$ cat config.mk
export PLATFORM = sky130hd
export DESIGN_NAME = scrolling_strip_chart_engine
export DESIGN_NICKNAME = d
export VERILOG_FILES = /design/src/sv/scs_pkg.sv /design/src/sv/scs_div.sv /design/src/sv/scs_dp.sv /design/src/sv/scs_ctrl.sv /design/src/sv/scrolling_strip_chart_engine.sv
export SDC_FILE = /design/constraint.sdc
export NUM_CORES = 2
export LEC_CHECK = 0
export BUFFER_PORTS_ARGS = -buffer_cell sky130_fd_sc_hd__buf_2
export CORE_ASPECT_RATIO = 0.75
export CORE_MARGIN = 2
export CORE_UTILIZATION = 57
export CTS_CLUSTER_DIAMETER = 100
export CTS_CLUSTER_SIZE = 40
export DETAILED_ROUTE_END_ITERATION = 10
export GPL_TIMING_DRIVEN = 0
export PLACE_DENSITY_LB_ADDON = 0.08
export SLEW_MARGIN = 20
export SYNTH_ARGS = -nofsm -noshare
export SYNTH_HDL_FRONTEND = slang
export SYNTH_SLANG_ARGS = --single-unit
$ cat constraint.sdc
create_clock -name clk -period 7.2 [get_ports clk]
set_input_delay 0.72 -clock clk [delete_from_list [all_inputs] [get_ports clk]]
set_output_delay 0.72 -clock clk [all_outputs]
set_load 0.02 [all_outputs]
$ cat src/sv/scs_pkg.sv
// shared types, constants and codes of the scrolling strip chart engine
package scs_pkg;

	// store depth and field widths
	localparam int STORE_DEPTH_DEF = 64;
	localparam int VAL_W           = 32;
	localparam int PIX_W           = 11;
	localparam int ROW_W           = 12;
	localparam int CNT_W           = 7;
	localparam int IDX_W           = 3;
	localparam int OP_W            = 2;
	// divider operands: scaled sample product and sample range
	localparam int NUM_W           = 45;
	localparam int DEN_W           = 33;
	// stream payload widths
	localparam int IN_DATA_W       = 2 * VAL_W;
	localparam int OUT_DATA_W      = 4 * ROW_W + VAL_W;

	// operation codes carried in tuser
	typedef logic [OP_W-1:0] op_t;
	localparam op_t OP_INIT = 2'd0;
	localparam op_t OP_PUSH = 2'd1;
	localparam op_t OP_DRAW = 2'd2;

	// configuration register indexes
	typedef logic [IDX_W-1:0] cfg_idx_t;
	localparam cfg_idx_t CFG_MIN_VALUE    = 3'd0;
	localparam cfg_idx_t CFG_MAX_VALUE    = 3'd1;
	localparam cfg_idx_t CFG_PLOT_LEFT    = 3'd2;
	localparam cfg_idx_t CFG_PLOT_TOP     = 3'd3;
	localparam cfg_idx_t CFG_PLOT_WIDTH   = 3'd4;
	localparam cfg_idx_t CFG_PLOT_HEIGHT  = 3'd5;
	localparam cfg_idx_t CFG_SAMPLE_COUNT = 3'd6;

	// configuration reset values
	localparam logic [VAL_W-1:0] RST_MIN_VALUE    = 32'd0;
	localparam logic [VAL_W-1:0] RST_MAX_VALUE    = 32'd100;
	localparam logic [PIX_W-1:0] RST_PLOT_LEFT    = 11'd0;
	localparam logic [PIX_W-1:0] RST_PLOT_TOP     = 11'd0;
	localparam logic [PIX_W-1:0] RST_PLOT_WIDTH   = 11'd320;
	localparam logic [PIX_W-1:0] RST_PLOT_HEIGHT  = 11'd240;
	localparam logic [CNT_W-1:0] RST_SAMPLE_COUNT = 7'd64;

	// controller states
	typedef enum logic [3:0] {
		S_IDLE,
		S_INIT,
		S_PMUL,
		S_PDIVS,
		S_PDIV,
		S_PWR,
		S_DDIVS,
		S_DDIV,
		S_DSET,
		S_DRD,
		S_DOUT
	} state_t;

	// commands from controller to datapath
	typedef struct packed {
		logic latch_in;
		logic fill_clr;
		logic fill_wr;
		logic init_done;
		logic mul;
		logic div_start;
		logic div_draw;
		logic push_wr;
		logic draw_setup;
		logic rd_newest;
		logic rd_step;
		logic load_out;
	} cmd_t;

	// status from datapath to controller
	typedef struct packed {
		logic ready;
		logic fill_last;
		logic div_busy;
		logic out_free;
		logic seg_last;
		logic range_zero;
	} stat_t;

endpackage

$ cat src/sv/scs_div.sv
// restoring unsigned divider, one quotient bit per cycle
module scs_div #(
	parameter int NW = scs_pkg::NUM_W,
	parameter int DW = scs_pkg::DEN_W
) (
	input  logic          clk,
	input  logic          arst_n,
	input  logic          start,
	input  logic [NW-1:0] num,
	input  logic [DW-1:0] den,
	output logic          busy,
	output logic [NW-1:0] quo,
	output logic [DW-1:0] rem
);

	localparam int CNTW = $clog2(NW + 1);

	logic [NW-1:0]   quo_q;
	logic [DW-1:0]   rem_q;
	logic [DW-1:0]   den_q;
	logic [CNTW-1:0] cnt_q;
	logic            busy_q;
	logic [DW:0]     trial_w;
	logic [DW:0]     diff_w;
	logic            ge_w;

	// shift in the next numerator bit and try the subtraction
	assign trial_w = {rem_q, quo_q[NW-1]};
	assign diff_w  = trial_w - {1'b0, den_q};
	assign ge_w    = trial_w >= {1'b0, den_q};

	// step count and busy flag
	always_ff @(posedge clk or negedge arst_n) begin
		if (!arst_n) begin
			cnt_q  <= '0;
			busy_q <= 1'b0;
		end else if (start) begin
			cnt_q  <= CNTW'(NW);
			busy_q <= 1'b1;
		end else if (busy_q) begin
			cnt_q <= cnt_q - CNTW'(1);
			if (cnt_q == CNTW'(1)) begin
				busy_q <= 1'b0;
			end
		end
	end

	// partial remainder and quotient
	always_ff @(posedge clk) begin
		if (start) begin
			quo_q <= num;
			rem_q <= '0;
			den_q <= den;
		end else if (busy_q) begin
			quo_q <= {quo_q[NW-2:0], ge_w};
			rem_q <= ge_w ? diff_w[DW-1:0] : trial_w[DW-1:0];
		end
	end

	assign busy = busy_q;
	assign quo  = quo_q;
	assign rem  = rem_q;

endmodule

$ cat src/sv/scs_dp.sv
// datapath: configuration, row store, sample scaling and segment generation
module scs_dp #(
	parameter int STORE_DEPTH = scs_pkg::STORE_DEPTH_DEF
) (
	input  logic                             clk,
	input  logic                             arst_n,
	input  logic                             cfg_valid,
	input  logic [scs_pkg::IDX_W-1:0]        cfg_index,
	input  logic [scs_pkg::VAL_W-1:0]        cfg_data,
	input  logic [scs_pkg::IN_DATA_W-1:0]    s_tdata,
	input  scs_pkg::cmd_t                    cmd,
	output scs_pkg::stat_t                   st,
	output logic                             m_tvalid,
	input  logic                             m_tready,
	output logic [scs_pkg::OUT_DATA_W-1:0]   m_tdata,
	output logic                             m_tlast
);

	localparam int AW = (STORE_DEPTH > 1) ? $clog2(STORE_DEPTH) : 1;
	localparam int CW = $clog2(STORE_DEPTH + 1);
	localparam int VW = scs_pkg::VAL_W;
	localparam int PW = scs_pkg::PIX_W;
	localparam int RW = scs_pkg::ROW_W;
	localparam int NW = scs_pkg::NUM_W;
	localparam int DW = scs_pkg::DEN_W;

	// configuration registers
	logic [VW-1:0]             min_q;
	logic [VW-1:0]             max_q;
	logic [PW-1:0]             left_q;
	logic [PW-1:0]             top_q;
	logic [PW-1:0]             width_q;
	logic [PW-1:0]             height_q;
	logic [scs_pkg::CNT_W-1:0] count_q;

	// item payload
	logic [VW-1:0] sample_q;
	logic [VW-1:0] color_q;

	// control state
	logic [AW-1:0] fill_q;
	logic [AW-1:0] wslot_q;
	logic [AW-1:0] newest_q;
	logic          ready_q;
	logic [AW-1:0] cur_q;
	logic [CW-1:0] cnt_q;
	logic          m_tvalid_q;

	// datapath registers
	logic [NW-1:0] prod_q;
	logic [DW-1:0] r_q;
	logic [PW-1:0] wq_q;
	logic [CW-1:0] wr_q;
	logic [PW-1:0] xq_q;
	logic [CW-1:0] xr_q;
	logic [RW-1:0] rdata_q;
	logic [RW-1:0] y0_q;
	logic [RW-1:0] row_store_q [STORE_DEPTH];

	// output register
	logic [RW-1:0] xs_q;
	logic [RW-1:0] ys_q;
	logic [RW-1:0] xe_q;
	logic [RW-1:0] ye_q;
	logic [VW-1:0] oc_q;
	logic          olast_q;

	logic [CW-1:0]        n_w;
	logic [CW-1:0]        nm1_full_w;
	logic [AW-1:0]        nm1_w;
	logic [RW-1:0]        bottom_w;
	logic signed [DW-1:0] d_w;
	logic signed [DW-1:0] range_w;
	logic signed [PW:0]   h_w;
	logic signed [NW-1:0] prod_w;
	logic [NW-1:0]        pmag_w;
	logic [DW-1:0]        rmag_w;
	logic [NW-1:0]        div_num_w;
	logic [DW-1:0]        div_den_w;
	logic                 div_busy_w;
	logic [NW-1:0]        quo_w;
	logic [DW-1:0]        rem_w;
	logic                 neg_w;
	logic [RW-1:0]        row_w;
	logic [CW-1:0]        wsum_w;
	logic [AW-1:0]        wnext_w;
	logic [AW-1:0]        prev_w;
	logic                 we_w;
	logic [AW-1:0]        waddr_w;
	logic [RW-1:0]        wdata_w;
	logic                 re_w;
	logic [AW-1:0]        raddr_w;
	logic [RW-1:0]        xsum_w;
	logic [CW:0]          rsum_w;
	logic                 carry_w;
	logic [CW-1:0]        xr_next_w;
	logic                 out_free_w;

	// configuration writes
	always_ff @(posedge clk or negedge arst_n) begin
		if (!arst_n) begin
			min_q    <= scs_pkg::RST_MIN_VALUE;
			max_q    <= scs_pkg::RST_MAX_VALUE;
			left_q   <= scs_pkg::RST_PLOT_LEFT;
			top_q    <= scs_pkg::RST_PLOT_TOP;
			width_q  <= scs_pkg::RST_PLOT_WIDTH;
			height_q <= scs_pkg::RST_PLOT_HEIGHT;
			count_q  <= scs_pkg::RST_SAMPLE_COUNT;
		end else if (cfg_valid) begin
			case (cfg_index)
				scs_pkg::CFG_MIN_VALUE:    min_q    <= cfg_data;
				scs_pkg::CFG_MAX_VALUE:    max_q    <= cfg_data;
				scs_pkg::CFG_PLOT_LEFT:    left_q   <= cfg_data[PW-1:0];
				scs_pkg::CFG_PLOT_TOP:     top_q    <= cfg_data[PW-1:0];
				scs_pkg::CFG_PLOT_WIDTH:   width_q  <= cfg_data[PW-1:0];
				scs_pkg::CFG_PLOT_HEIGHT:  height_q <= cfg_data[PW-1:0];
				scs_pkg::CFG_SAMPLE_COUNT: count_q  <= cfg_data[scs_pkg::CNT_W-1:0];
				default: ;
			endcase
		end
	end

	// active count held to at least 2 and saturated to the store depth
	always_comb begin
		if (count_q < scs_pkg::CNT_W'(2)) begin
			n_w = CW'(2);
		end else if (count_q > scs_pkg::CNT_W'(STORE_DEPTH)) begin
			n_w = CW'(STORE_DEPTH);
		end else begin
			n_w = CW'(count_q);
		end
	end

	assign nm1_full_w = n_w - CW'(1);
	assign nm1_w      = nm1_full_w[AW-1:0];
	assign bottom_w   = {1'b0, top_q} + {1'b0, height_q};

	// latch the item payload on acceptance
	always_ff @(posedge clk) begin
		if (cmd.latch_in) begin
			sample_q <= s_tdata[VW-1:0];
			color_q  <= s_tdata[2*VW-1:VW];
		end
	end

	// offset from the bottom value times plot height
	assign d_w     = $signed({sample_q[VW-1], sample_q}) - $signed({min_q[VW-1], min_q});
	assign range_w = $signed({max_q[VW-1], max_q}) - $signed({min_q[VW-1], min_q});
	assign h_w     = $signed({1'b0, height_q});
	assign prod_w  = d_w * h_w;

	always_ff @(posedge clk) begin
		if (cmd.mul) begin
			prod_q <= prod_w;
			r_q    <= range_w;
		end
	end

	// magnitudes for the shared divider
	assign pmag_w = prod_q[NW-1] ? (~prod_q + NW'(1)) : prod_q;
	assign rmag_w = r_q[DW-1] ? (~r_q + DW'(1)) : r_q;

	assign div_num_w = cmd.div_draw ? NW'(width_q) : pmag_w;
	assign div_den_w = cmd.div_draw ? DW'(n_w) : rmag_w;

	scs_div #(
		.NW(NW),
		.DW(DW)
	) u_div (
		.clk   (clk),
		.arst_n(arst_n),
		.start (cmd.div_start),
		.num   (div_num_w),
		.den   (div_den_w),
		.busy  (div_busy_w),
		.quo   (quo_w),
		.rem   (rem_w)
	);

	// row from the truncated quotient, clamped to the plot area
	assign neg_w = prod_q[NW-1] ^ r_q[DW-1];

	always_comb begin
		if ((r_q == '0) || neg_w) begin
			row_w = bottom_w;
		end else if (quo_w > NW'(height_q)) begin
			row_w = {1'b0, top_q};
		end else begin
			row_w = bottom_w - quo_w[RW-1:0];
		end
	end

	// slot stepping with wrap at the active count
	assign wsum_w  = CW'(wslot_q) + CW'(1);
	assign wnext_w = (wsum_w >= n_w) ? '0 : wsum_w[AW-1:0];
	assign prev_w  = (cur_q == '0) ? nm1_w : cur_q - AW'(1);

	// row store port
	assign we_w    = cmd.fill_wr | cmd.push_wr;
	assign waddr_w = cmd.fill_wr ? fill_q : wslot_q;
	assign wdata_w = cmd.fill_wr ? bottom_w : row_w;
	assign re_w    = cmd.rd_newest | cmd.rd_step;
	assign raddr_w = cmd.rd_newest ? newest_q : prev_w;

	always_ff @(posedge clk) begin
		if (we_w) begin
			row_store_q[waddr_w] <= wdata_w;
		end
		if (re_w) begin
			rdata_q <= row_store_q[raddr_w];
		end
	end

	// column stepping: quotient and remainder of i*width/n kept incrementally
	assign xsum_w    = {1'b0, xq_q} + {1'b0, wq_q} + RW'(carry_w);
	assign rsum_w    = {1'b0, xr_q} + {1'b0, wr_q};
	assign carry_w   = rsum_w >= {1'b0, n_w};
	assign xr_next_w = carry_w ? CW'(rsum_w - {1'b0, n_w}) : rsum_w[CW-1:0];

	assign out_free_w = !m_tvalid_q || m_tready;

	// pointers, flags and counters
	always_ff @(posedge clk or negedge arst_n) begin
		if (!arst_n) begin
			fill_q     <= '0;
			wslot_q    <= '0;
			newest_q   <= '0;
			ready_q    <= 1'b0;
			cur_q      <= '0;
			cnt_q      <= '0;
			m_tvalid_q <= 1'b0;
		end else begin
			if (cmd.fill_clr) begin
				fill_q <= '0;
			end else if (cmd.fill_wr) begin
				fill_q <= fill_q + AW'(1);
			end
			if (cmd.init_done) begin
				wslot_q  <= '0;
				newest_q <= '0;
				ready_q  <= 1'b1;
			end else if (cmd.push_wr) begin
				newest_q <= wslot_q;
				wslot_q  <= wnext_w;
			end
			if (cmd.draw_setup) begin
				cur_q <= newest_q;
				cnt_q <= nm1_full_w;
			end else begin
				if (cmd.rd_step) begin
					cur_q <= prev_w;
				end
				if (cmd.load_out) begin
					cnt_q <= cnt_q - CW'(1);
				end
			end
			if (cmd.load_out) begin
				m_tvalid_q <= 1'b1;
			end else if (m_tready) begin
				m_tvalid_q <= 1'b0;
			end
		end
	end

	// draw run registers and output payload
	always_ff @(posedge clk) begin
		if (cmd.draw_setup) begin
			wq_q <= quo_w[PW-1:0];
			wr_q <= rem_w[CW-1:0];
			xq_q <= '0;
			xr_q <= '0;
		end else if (cmd.load_out) begin
			xq_q <= xsum_w[PW-1:0];
			xr_q <= xr_next_w;
		end
		if (cmd.rd_step) begin
			y0_q <= rdata_q;
		end
		if (cmd.load_out) begin
			xs_q    <= {1'b0, left_q} + {1'b0, xq_q};
			ys_q    <= y0_q;
			xe_q    <= {1'b0, left_q} + xsum_w;
			ye_q    <= rdata_q;
			oc_q    <= color_q;
			olast_q <= (cnt_q == CW'(1));
		end
	end

	// status to the controller
	assign st.ready      = ready_q;
	assign st.fill_last  = (fill_q == nm1_w);
	assign st.div_busy   = div_busy_w;
	assign st.out_free   = out_free_w;
	assign st.seg_last   = (cnt_q == CW'(1));
	assign st.range_zero = (max_q == min_q);

	assign m_tvalid = m_tvalid_q;
	assign m_tdata  = {oc_q, ye_q, xe_q, ys_q, xs_q};
	assign m_tlast  = olast_q;

	// a segment is loaded only into a free output register, and then shown
	a_load_free: assert property (@(posedge clk) disable iff (!arst_n)
		cmd.load_out |-> out_free_w)
		else $error("segment loaded over a pending transaction");

	a_load_valid: assert property (@(posedge clk) disable iff (!arst_n)
		cmd.load_out |=> m_tvalid_q)
		else $error("loaded segment not offered");

	a_seg_count: assert property (@(posedge clk) disable iff (!arst_n)
		cmd.load_out |-> (cnt_q != '0))
		else $error("segment emitted beyond the run");

	a_row_range: assert property (@(posedge clk) disable iff (!arst_n)
		cmd.push_wr |-> ((row_w >= {1'b0, top_q}) && (row_w <= bottom_w)))
		else $error("stored row outside plot area");

	a_slot_range: assert property (@(posedge clk) disable iff (!arst_n)
		ready_q |-> ((32'(wslot_q) < STORE_DEPTH) && (32'(newest_q) < STORE_DEPTH)))
		else $error("slot pointer beyond store depth");

endmodule

$ cat src/sv/scs_ctrl.sv
// controller state machine sequencing init, push and draw operations
module scs_ctrl (
	input  logic                     clk,
	input  logic                     arst_n,
	input  logic                     s_tvalid,
	input  logic [scs_pkg::OP_W-1:0] s_tuser,
	output logic                     s_tready,
	input  scs_pkg::stat_t           st,
	output scs_pkg::cmd_t            cmd
);

	scs_pkg::state_t state_q;
	scs_pkg::state_t state_nxt;

	// state register
	always_ff @(posedge clk or negedge arst_n) begin
		if (!arst_n) begin
			state_q <= scs_pkg::S_IDLE;
		end else begin
			state_q <= state_nxt;
		end
	end

	// next state
	always_comb begin
		state_nxt = state_q;
		case (state_q)
			scs_pkg::S_IDLE: begin
				if (s_tvalid) begin
					case (s_tuser)
						scs_pkg::OP_INIT: state_nxt = scs_pkg::S_INIT;
						scs_pkg::OP_PUSH: begin
							if (st.ready) state_nxt = scs_pkg::S_PMUL;
						end
						scs_pkg::OP_DRAW: begin
							if (st.ready) state_nxt = scs_pkg::S_DDIVS;
						end
						default: state_nxt = scs_pkg::S_IDLE;
					endcase
				end
			end
			scs_pkg::S_INIT: begin
				if (st.fill_last) state_nxt = scs_pkg::S_IDLE;
			end
			scs_pkg::S_PMUL: begin
				state_nxt = st.range_zero ? scs_pkg::S_PWR : scs_pkg::S_PDIVS;
			end
			scs_pkg::S_PDIVS: state_nxt = scs_pkg::S_PDIV;
			scs_pkg::S_PDIV: begin
				if (!st.div_busy) state_nxt = scs_pkg::S_PWR;
			end
			scs_pkg::S_PWR:   state_nxt = scs_pkg::S_IDLE;
			scs_pkg::S_DDIVS: state_nxt = scs_pkg::S_DDIV;
			scs_pkg::S_DDIV: begin
				if (!st.div_busy) state_nxt = scs_pkg::S_DSET;
			end
			scs_pkg::S_DSET:  state_nxt = scs_pkg::S_DRD;
			scs_pkg::S_DRD:   state_nxt = scs_pkg::S_DOUT;
			scs_pkg::S_DOUT: begin
				if (st.out_free) begin
					state_nxt = st.seg_last ? scs_pkg::S_IDLE : scs_pkg::S_DRD;
				end
			end
			default: state_nxt = scs_pkg::S_IDLE;
		endcase
	end

	// commands
	always_comb begin
		cmd      = '0;
		s_tready = 1'b0;
		case (state_q)
			scs_pkg::S_IDLE: begin
				s_tready     = 1'b1;
				cmd.latch_in = s_tvalid;
				cmd.fill_clr = s_tvalid && (s_tuser == scs_pkg::OP_INIT);
			end
			scs_pkg::S_INIT: begin
				cmd.fill_wr   = 1'b1;
				cmd.init_done = st.fill_last;
			end
			scs_pkg::S_PMUL:  cmd.mul = 1'b1;
			scs_pkg::S_PDIVS: cmd.div_start = 1'b1;
			scs_pkg::S_PWR:   cmd.push_wr = 1'b1;
			scs_pkg::S_DDIVS: begin
				cmd.div_start = 1'b1;
				cmd.div_draw  = 1'b1;
			end
			scs_pkg::S_DSET: begin
				cmd.draw_setup = 1'b1;
				cmd.rd_newest  = 1'b1;
			end
			scs_pkg::S_DRD:  cmd.rd_step = 1'b1;
			scs_pkg::S_DOUT: cmd.load_out = st.out_free;
			default: ;
		endcase
	end

endmodule

$ cat src/sv/scrolling_strip_chart_engine.sv
// top level of the scrolling strip chart engine
// One item is taken at a time; s_tready is high only while the engine is idle, and a finished
// segment waits in the output register while the next item is accepted. With n the active
// count (sample_count held to [2, STORE_DEPTH]), an init writes the bottom row to each active
// ring entry, one per cycle. A push runs the 45-step restoring divider that forms
// (sample - min_value) * plot_height / (max_value - min_value); with equal limits it skips
// the divider. A draw first runs plot_width / n through the same divider, then reads the row
// store through its single registered read port and emits the segments one after another,
// each through a read state and then an output state that waits while the output register
// still holds a segment that m_tready has not taken.
// Push and draw before the first init are dropped without a result. The row store is not
// cleared at reset: entries that no init has written read back undefined.
module scrolling_strip_chart_engine #(
	parameter int STORE_DEPTH = scs_pkg::STORE_DEPTH_DEF
) (
	input  logic                           clk,
	input  logic                           arst_n,
	// configuration write channel
	input  logic                           cfg_valid,
	output logic                           cfg_ready,
	input  logic [scs_pkg::IDX_W-1:0]      cfg_index,
	input  logic [scs_pkg::VAL_W-1:0]      cfg_data,
	// item input
	input  logic                           s_tvalid,
	output logic                           s_tready,
	input  logic [scs_pkg::IN_DATA_W-1:0]  s_tdata,  // sample[31:0], color[63:32]
	input  logic [scs_pkg::OP_W-1:0]       s_tuser,  // op[1:0]
	// segment output
	output logic                           m_tvalid,
	input  logic                           m_tready,
	output logic [scs_pkg::OUT_DATA_W-1:0] m_tdata,  // x_start[11:0], y_start[23:12],
	                                                 // x_end[35:24], y_end[47:36],
	                                                 // seg_color[79:48]
	output logic                           m_tlast   // last
);

	scs_pkg::cmd_t  cmd;
	scs_pkg::stat_t st;

	// registers accept a write in any cycle
	assign cfg_ready = 1'b1;

	scs_ctrl u_ctrl (
		.clk     (clk),
		.arst_n  (arst_n),
		.s_tvalid(s_tvalid),
		.s_tuser (s_tuser),
		.s_tready(s_tready),
		.st      (st),
		.cmd     (cmd)
	);

	scs_dp #(
		.STORE_DEPTH(STORE_DEPTH)
	) u_dp (
		.clk      (clk),
		.arst_n   (arst_n),
		.cfg_valid(cfg_valid),
		.cfg_index(cfg_index),
		.cfg_data (cfg_data),
		.s_tdata  (s_tdata),
		.cmd      (cmd),
		.st       (st),
		.m_tvalid (m_tvalid),
		.m_tready (m_tready),
		.m_tdata  (m_tdata),
		.m_tlast  (m_tlast)
	);

endmodule
* Yosys cells after proc, flatten, opt, wreduce, memory -nomap -nowiden
Memories as Yosys holds them, arrays and structs flattened. A register that Yosys moved wholly into a read port is not among the register bits.
Index checks and enable logic that the tools add are counted.
** Cells by class
- Add/sub/neg operators :: 19
- Multipliers :: 1
- Magnitude comparators :: 6
- Eq/ne operators :: 29
- Multiplexer cells :: 57
- Bitwise operators :: 6
- Reduce and logical (&&, ||, !) cells :: 25
** Operators by type and width (number)
- two-way mux 45 bit :: 4
- two-way mux 6 bit :: 14
- subtractor 32 x 32 -> 33 bit :: 2
- adder 45 x 1 -> 45 bit (second input constant) :: 1
- greater-than comparator 45 x 11 -> 1 bit :: 1
- multiplier 33 x 12 -> 45 bit :: 1
- NOT 45 bit :: 1
- two-way mux 7 bit :: 6
- case mux 4 bit (10 select lines) :: 1
- adder 11 x 11 -> 12 bit :: 3
- two-way mux 12 bit :: 3
- greater-or-equal comparator 34 x 33 -> 1 bit :: 1
- adder 33 x 1 -> 33 bit (second input constant) :: 1
- zero test 33 bit :: 1
- two-way mux 33 bit :: 1
- NOT 33 bit :: 1
- subtractor 33 bit :: 1
- equality test 32 bit :: 1
- two-way mux 32 bit :: 1
- two-way mux 4 bit :: 8
- equality test 4 x 3 -> 1 bit (second input constant) :: 4
- two-way mux 1 bit :: 14
- AND reduction 2 bit :: 7
- subtractor 7 x 1 -> 7 bit (second input constant) :: 2
- other kinds (42) :: 63
** Word-level totals
- Bits in registers :: 541
- Memory bits (writable) :: 768
- Input bits :: 106
- Word-level logic and storage cells :: 181
- Memories :: 1
** Memory list
- u_dp.row_store_q :: depth 64, bits a word 12, read ports 1, clocked after Yosys merged registers in 1, write ports 1, RTL line scs_dp.sv:58 : logic [RW-1:0] row_store_q [STORE_DEPTH];

* Logic depth before layout (Yosys ltp)
- Depth after elaboration :: 9
- Gate-level depth with buffers :: 34
- Depth with buffers taken out :: 32

* Hierarchy
A second synthesis with hierarchy kept.
** Second synthesis, totals
- Cell total of the unflattened synthesis :: 6454
- Area total of the unflattened synthesis :: 75328.5 µm²
** By module, submodules not included
- scs_dp :: instances 1, cells an instance 5755, area an instance 68071.5 µm²
- scs_div :: instances 1, cells an instance 628, area an instance 6683.9 µm²
- scs_ctrl :: instances 1, cells an instance 69, area an instance 561.8 µm²
- scrolling_strip_chart_engine :: instances 1, cells an instance 2, area an instance 11.3 µm²

* Worst setup path before layout
OpenSTA, ideal clock, no wires.
- Path type :: reg-to-reg
- From :: register u_dp.sample_q[2]
- To :: register u_dp.prod_q[43] (data pin)
- Library setup time :: 0.265 ns
- Arrival :: 7.537 ns
- Data required time :: 6.935 ns
- Setup slack :: -0.602 ns
- Stages on the path, launching flop included :: 33
- Buffers on the path :: 2
- Path through :: edfxtp_1 ha_1 nor2b_1 o21a_1 o21ai_0 a21oi_1 a221o_1 a21oi_1 o21ai_0 a31oi_1 xnor2_1 clkbuf_1 nand2_1 fa_1 inv_1 fa_1 fa_1 fa_1 inv_1 fa_1 inv_1 ha_1 clkbuf_1 a21o_1 a21o_1 a21o_1 a21oi_1 o21ai_0 a221o_1 a31o_2 a21oi_1 o21ai_0 xor2_1
** Between the ends
- Longest elaborated chain between the ends :: 2
** RTL lines
- from (decl) :: RTL line scs_dp.sv:37 : logic [VW-1:0] sample_q;
- from (signal assigned) :: RTL line scs_dp.sv:141 : sample_q <= s_tdata[VW-1:0];
- subtractor 32 x 32 -> 33 bit :: RTL line scs_dp.sv:147 : assign d_w = $signed({sample_q[VW-1], sample_q}) - $signed({min_q[VW-1], min_q});
- multiplier 33 x 12 -> 45 bit :: RTL line scs_dp.sv:150 : assign prod_w = d_w * h_w;
- named net u_dp.prod_w[43] :: RTL line scs_dp.sv:75 : logic signed [NW-1:0] prod_w;
- to (signal assigned) :: RTL line scs_dp.sv:154 : prod_q <= prod_w;
- to (decl) :: RTL line scs_dp.sv:50 : logic [NW-1:0] prod_q;
The timed path passes the listed nets, and every way through them passes these cells.
A chain may end at the register's enable or synchronous reset.

* Final worst setup path
- From :: register u_dp.sample_q[0]
- To :: register u_dp.prod_q[43] (data pin)
Same word-level chain as after synthesis.

==> results.cfg <==
[outcome]
status = finished, violations left
failed_checks = negative setup slack

[global_route]
grt_pass1_wl_um = 337000
total_routing_usage_gr_pct = 35.5
antenna_found_initial = 15
grt_max_degree = 94
first_global_vias = 49500
grt_overflow = 0

[synthesis]
synth_largest_type_area_fraction_pct = 46.1
synth_flop_cell = sky130_fd_sc_hd__edfxtp_1
ys.warnings.count = 0
post-synth-top-count-cell = sky130_fd_sc_hd__edfxtp_1
ys_types = 94
syn_inst = 6326
synthesis.nets = 7052
post_synth_main_area_contributors = sky130_fd_sc_hd__edfxtp_1 (46%), sky130_fd_sc_hd__fa_1 (9.0%), sky130_fd_sc_hd__nand2_1 (5.5%)
post_synthesis_sequential_element_count = 1321
seq_area_frac_synth_pct = 53.0
async_flop_share_pct = 12.0
number_of_enable_flip_flop_cells_after_synthesis = 1111
synth.cells.most_frequent = sky130_fd_sc_hd__edfxtp_1 (1111), sky130_fd_sc_hd__nand2_1 (1056), sky130_fd_sc_hd__inv_1 (533), sky130_fd_sc_hd__fa_1 (325), sky130_fd_sc_hd__nor2_1 (324)
synth_area_leader_cell = sky130_fd_sc_hd__edfxtp_1
synth_area_per_cell_um2 = 11.5
synth_area_um2 = 72400

[clock_network]
cts_tree = yes
clock_path_buffers = 3
tritoncts.num_buffers = 42
h-tree-depth = 2
clock_tree.root_cell = sky130_fd_sc_hd__clkbuf_16
worstSkewPairLatency_ns = 0.71
total_clock_sinks = 1321
clkSlewWorstSetupHoldPaths_ns = 0.15

[timing]
rsz0062_at_grt = true
final_period_minus_worst_setup_slack_ns = 7.89
final.setup.tns_ns = -9.41
worst_clock_skew_ns = 0.0787
drv_slew = 0
final_setup_violating_endpoints = 24
max_clk_rate_mhz = 127
final_min_period_over_clock_period_pct = 110
finalHoldViolations = 0
max-slew-margin-rel_pct = 8.35
timing_worst_slew_pin_value_ns = 1.37
finalWorstSetupSlack_ns = -0.686

[setup_path]
worstRegToRegCells = 33
cp.required_ns = 7.65
timing.critical_path.arrival_ns = 8.34
crit_path_max_fo = 7
critical_path.max_stage_delay_ns = 0.58
timing.setup.critical_path_class = reg2reg
worstReg2RegStart = u_dp.sample_q[0]
crit_top_cell = sky130_fd_sc_hd__fa_1
cp-start-kind = flip-flop
worstPathBufferInverterCount = 6
timing.reg2reg.setup_slack_ns = -0.69
r2r_end = u_dp.prod_q[43]
worst_path_max_delay_cell = sky130_fd_sc_hd__fa_1
setup.worst_path.end_class = flip-flop
crit_path_leading_delay_family = adder cells

[place]
place_congestion = 1.09
place.port_buffers = 187
pre_cts_ws_ns = -1.62
hpwlAfterDp_um = 177000

[die]
num_rows = 113
dieWidth_um = 416
die_height_um = 313
starting_density_of_the_core_pct = 57.3
core_area_um2 = 126000
fp.dieArea_um2 = 130000
top_level_ports = 190

[routing]
drt-total-wl_um = 234000
detail_route.wl_per_cell_um = 27.8
met2WireLength_um = 88000
detailedRoute.firstPassIterationCount = 10
dr_wl_met3_um = 39700
wl_met1_um = 99900
detail_route.vias_per_cell = 6.32
max_layer_used = met5
detail-route-antenna-nets = 0
dr.first_iter.drc_count = 8169
post_route_drc = 0
dr_total_vias = 53200

[final_layout]
flow.area_growth_from_synthesis_pct = 11.2
utilization_pct = 63.7
drive_above_1_share_pct = 14.6
design.final.nets = 7436
filler_cell_count = 10000

[flow_run]
max_cap_violations = 0

[worst_hold_path]
kind_of_path_behind_the_tightest_hold_check = in2reg
min_to = u_dp.color_q[3]
worst_hold_path_cell_count = 1
hold_path_origin = s_tdata[35]
==> metal layers <==
| metal | vias up | track usage [%] |
|---|---|---|
| li1 | 22800 | - |
| met1 | 26500 | 55.3 |
| met2 | 3534 | 45.3 |
| met3 | 375 | 15.4 |
| met4 | 6 | 7.51 |
| met5 | - | 0.865 |
==> flip-flops by register name, indices dropped and copies added, names as in the netlist, 12 cells and up <==
name / cells
u_dp.color_q: 32
u_dp.max_q: 32
u_dp.min_q: 32
u_dp.oc_q: 32
u_dp.prod_q: 45
u_dp.r_q: 33
u_dp.rdata_q: 12
u_dp.row_store_q: 768
u_dp.sample_q: 32
u_dp.u_div.den_q: 33
u_dp.u_div.quo: 45
u_dp.u_div.rem: 33
u_dp.xe_q: 12
u_dp.xs_q: 12
u_dp.y0_q: 12
u_dp.ye_q: 12
u_dp.ys_q: 12
==> logic make-up (layout without fill, tap and decap cells) <==
kind of cell | Yosys count | in the layout | share of synthesized area, %
and+or+nand+nor | 2105 | 2105 | 13.0
DFF | 1321 | 1321 | 53.0
AOI/OAI and AO/OA | 1003 | 1003 | 8.88
buffers and inverters | 817 | 1235 | 4.49
adders and majority gates | 620 | 620 | 14.1
xor gates and xnor gates | 274 | 274 | 3.31
muxes | 185 | 185 | 3.27
other | 1 | 12 | 0.00518
==> how the worst max path moves through the flow <==
stage	start	to	slack, ns	cells past startpoint
4_1_cts	u_dp.min_q[0]	u_dp.prod_q[43]	-0.64	32
3_3_place_gp	u_ctrl.state_q[2]	u_dp.r_q[21]	-2.68	3
3_5_place_dp	u_dp.min_q[1]	u_dp.prod_q[43]	-1.62	29
2_1_floorplan	u_dp.sample_q[0]	u_dp.prod_q[43]	-0.08	34
5_1_grt	u_dp.min_q[0]	u_dp.prod_q[43]	-0.88	33
6_report	u_dp.sample_q[0]	u_dp.prod_q[43]	-0.69	33
==> layout by cell type, fill, tap and decap left out, types with 42 or more instances in the layout <==
master	instances
sky130_fd_sc_hd__inv_1	518
sky130_fd_sc_hd__nor2_1	252
sky130_fd_sc_hd__nand3_1	305
sky130_fd_sc_hd__edfxtp_1	1111
sky130_fd_sc_hd__mux2i_1	65
sky130_fd_sc_hd__xnor2_1	142
sky130_fd_sc_hd__dfrtp_1	148
sky130_fd_sc_hd__a21oi_1	220
sky130_fd_sc_hd__dfxtp_1	51
sky130_fd_sc_hd__and3_1	47
sky130_fd_sc_hd__nor2_2	72
sky130_fd_sc_hd__nor2b_1	42
sky130_fd_sc_hd__nand2_1	1040
sky130_fd_sc_hd__mux2_2	86
sky130_fd_sc_hd__ha_1	264
sky130_fd_sc_hd__nand2b_1	54
sky130_fd_sc_hd__clkbuf_1	140
sky130_fd_sc_hd__buf_2	282
sky130_fd_sc_hd__fa_1	315
sky130_fd_sc_hd__xor2_1	115
sky130_fd_sc_hd__o21ai_0	218
sky130_fd_sc_hd__and2_1	88
sky130_fd_sc_hd__clkbuf_16	43
sky130_fd_sc_hd__a21o_1	105
sky130_fd_sc_hd__buf_4	100
==> worst reg2reg max path: cells and delay by family (launching register included) <==
| kind | cells | cell delay (ns) |
|---|---|---|
| and+or+nand+nor | 3 | 0.31 |
| xor gates and xnor gates | 2 | 0.35 |
| buffers and inverters | 6 | 0.62 |
| DFF | 1 | 0.41 |
| adders and majority gates | 8 | 3.10 |
| AOI/OAI and AO/OA | 14 | 2.89 |
==> timing repair <==
action / CTS / global route
pin swaps: 63 / 88
endpoints found under the setup margin: 34 / 32
buffers inserted: 49 / 43
hold buffers: 1 / 0
hold endpoints to repair: 63 / 0
gates resized for setup: 165 / 119
==> final cells by class <==
type / instances / area, um2 / share of cell area [%]
timing repair buffer: 347 / 2980 / 3.70
inverter: 535 / 2010 / 2.50
multi-input combinational: 4188 / 32300 / 40.0
sequential: 1321 / 38400 / 47.6
tap: 1667 / 2090 / 2.59
antenna: 11 / 27.5 / 0.0342
clock inverter: 13 / 208 / 0.258
buffer: 275 / 1440 / 1.79
clock buffer: 65 / 1170 / 1.46
==> per-stage QoR <==
stage / cell area [um2] / hold WS, ns / cells
final: 80600 / 0.185 / 8422
after global routing: 80600 / 0.159 / 8415
after CTS: 79800 / 0.145 / 8371
after detailed placement: 77300 / 0.405 / 8250
after global placement: 75600 / 0.400 / 8180
after floorplan: 72600 / 0.400 / 6326
Power is left out: the tool's default activity adds up to more than one toggle a clock period on the data nets, which glitch-free logic cannot reach.
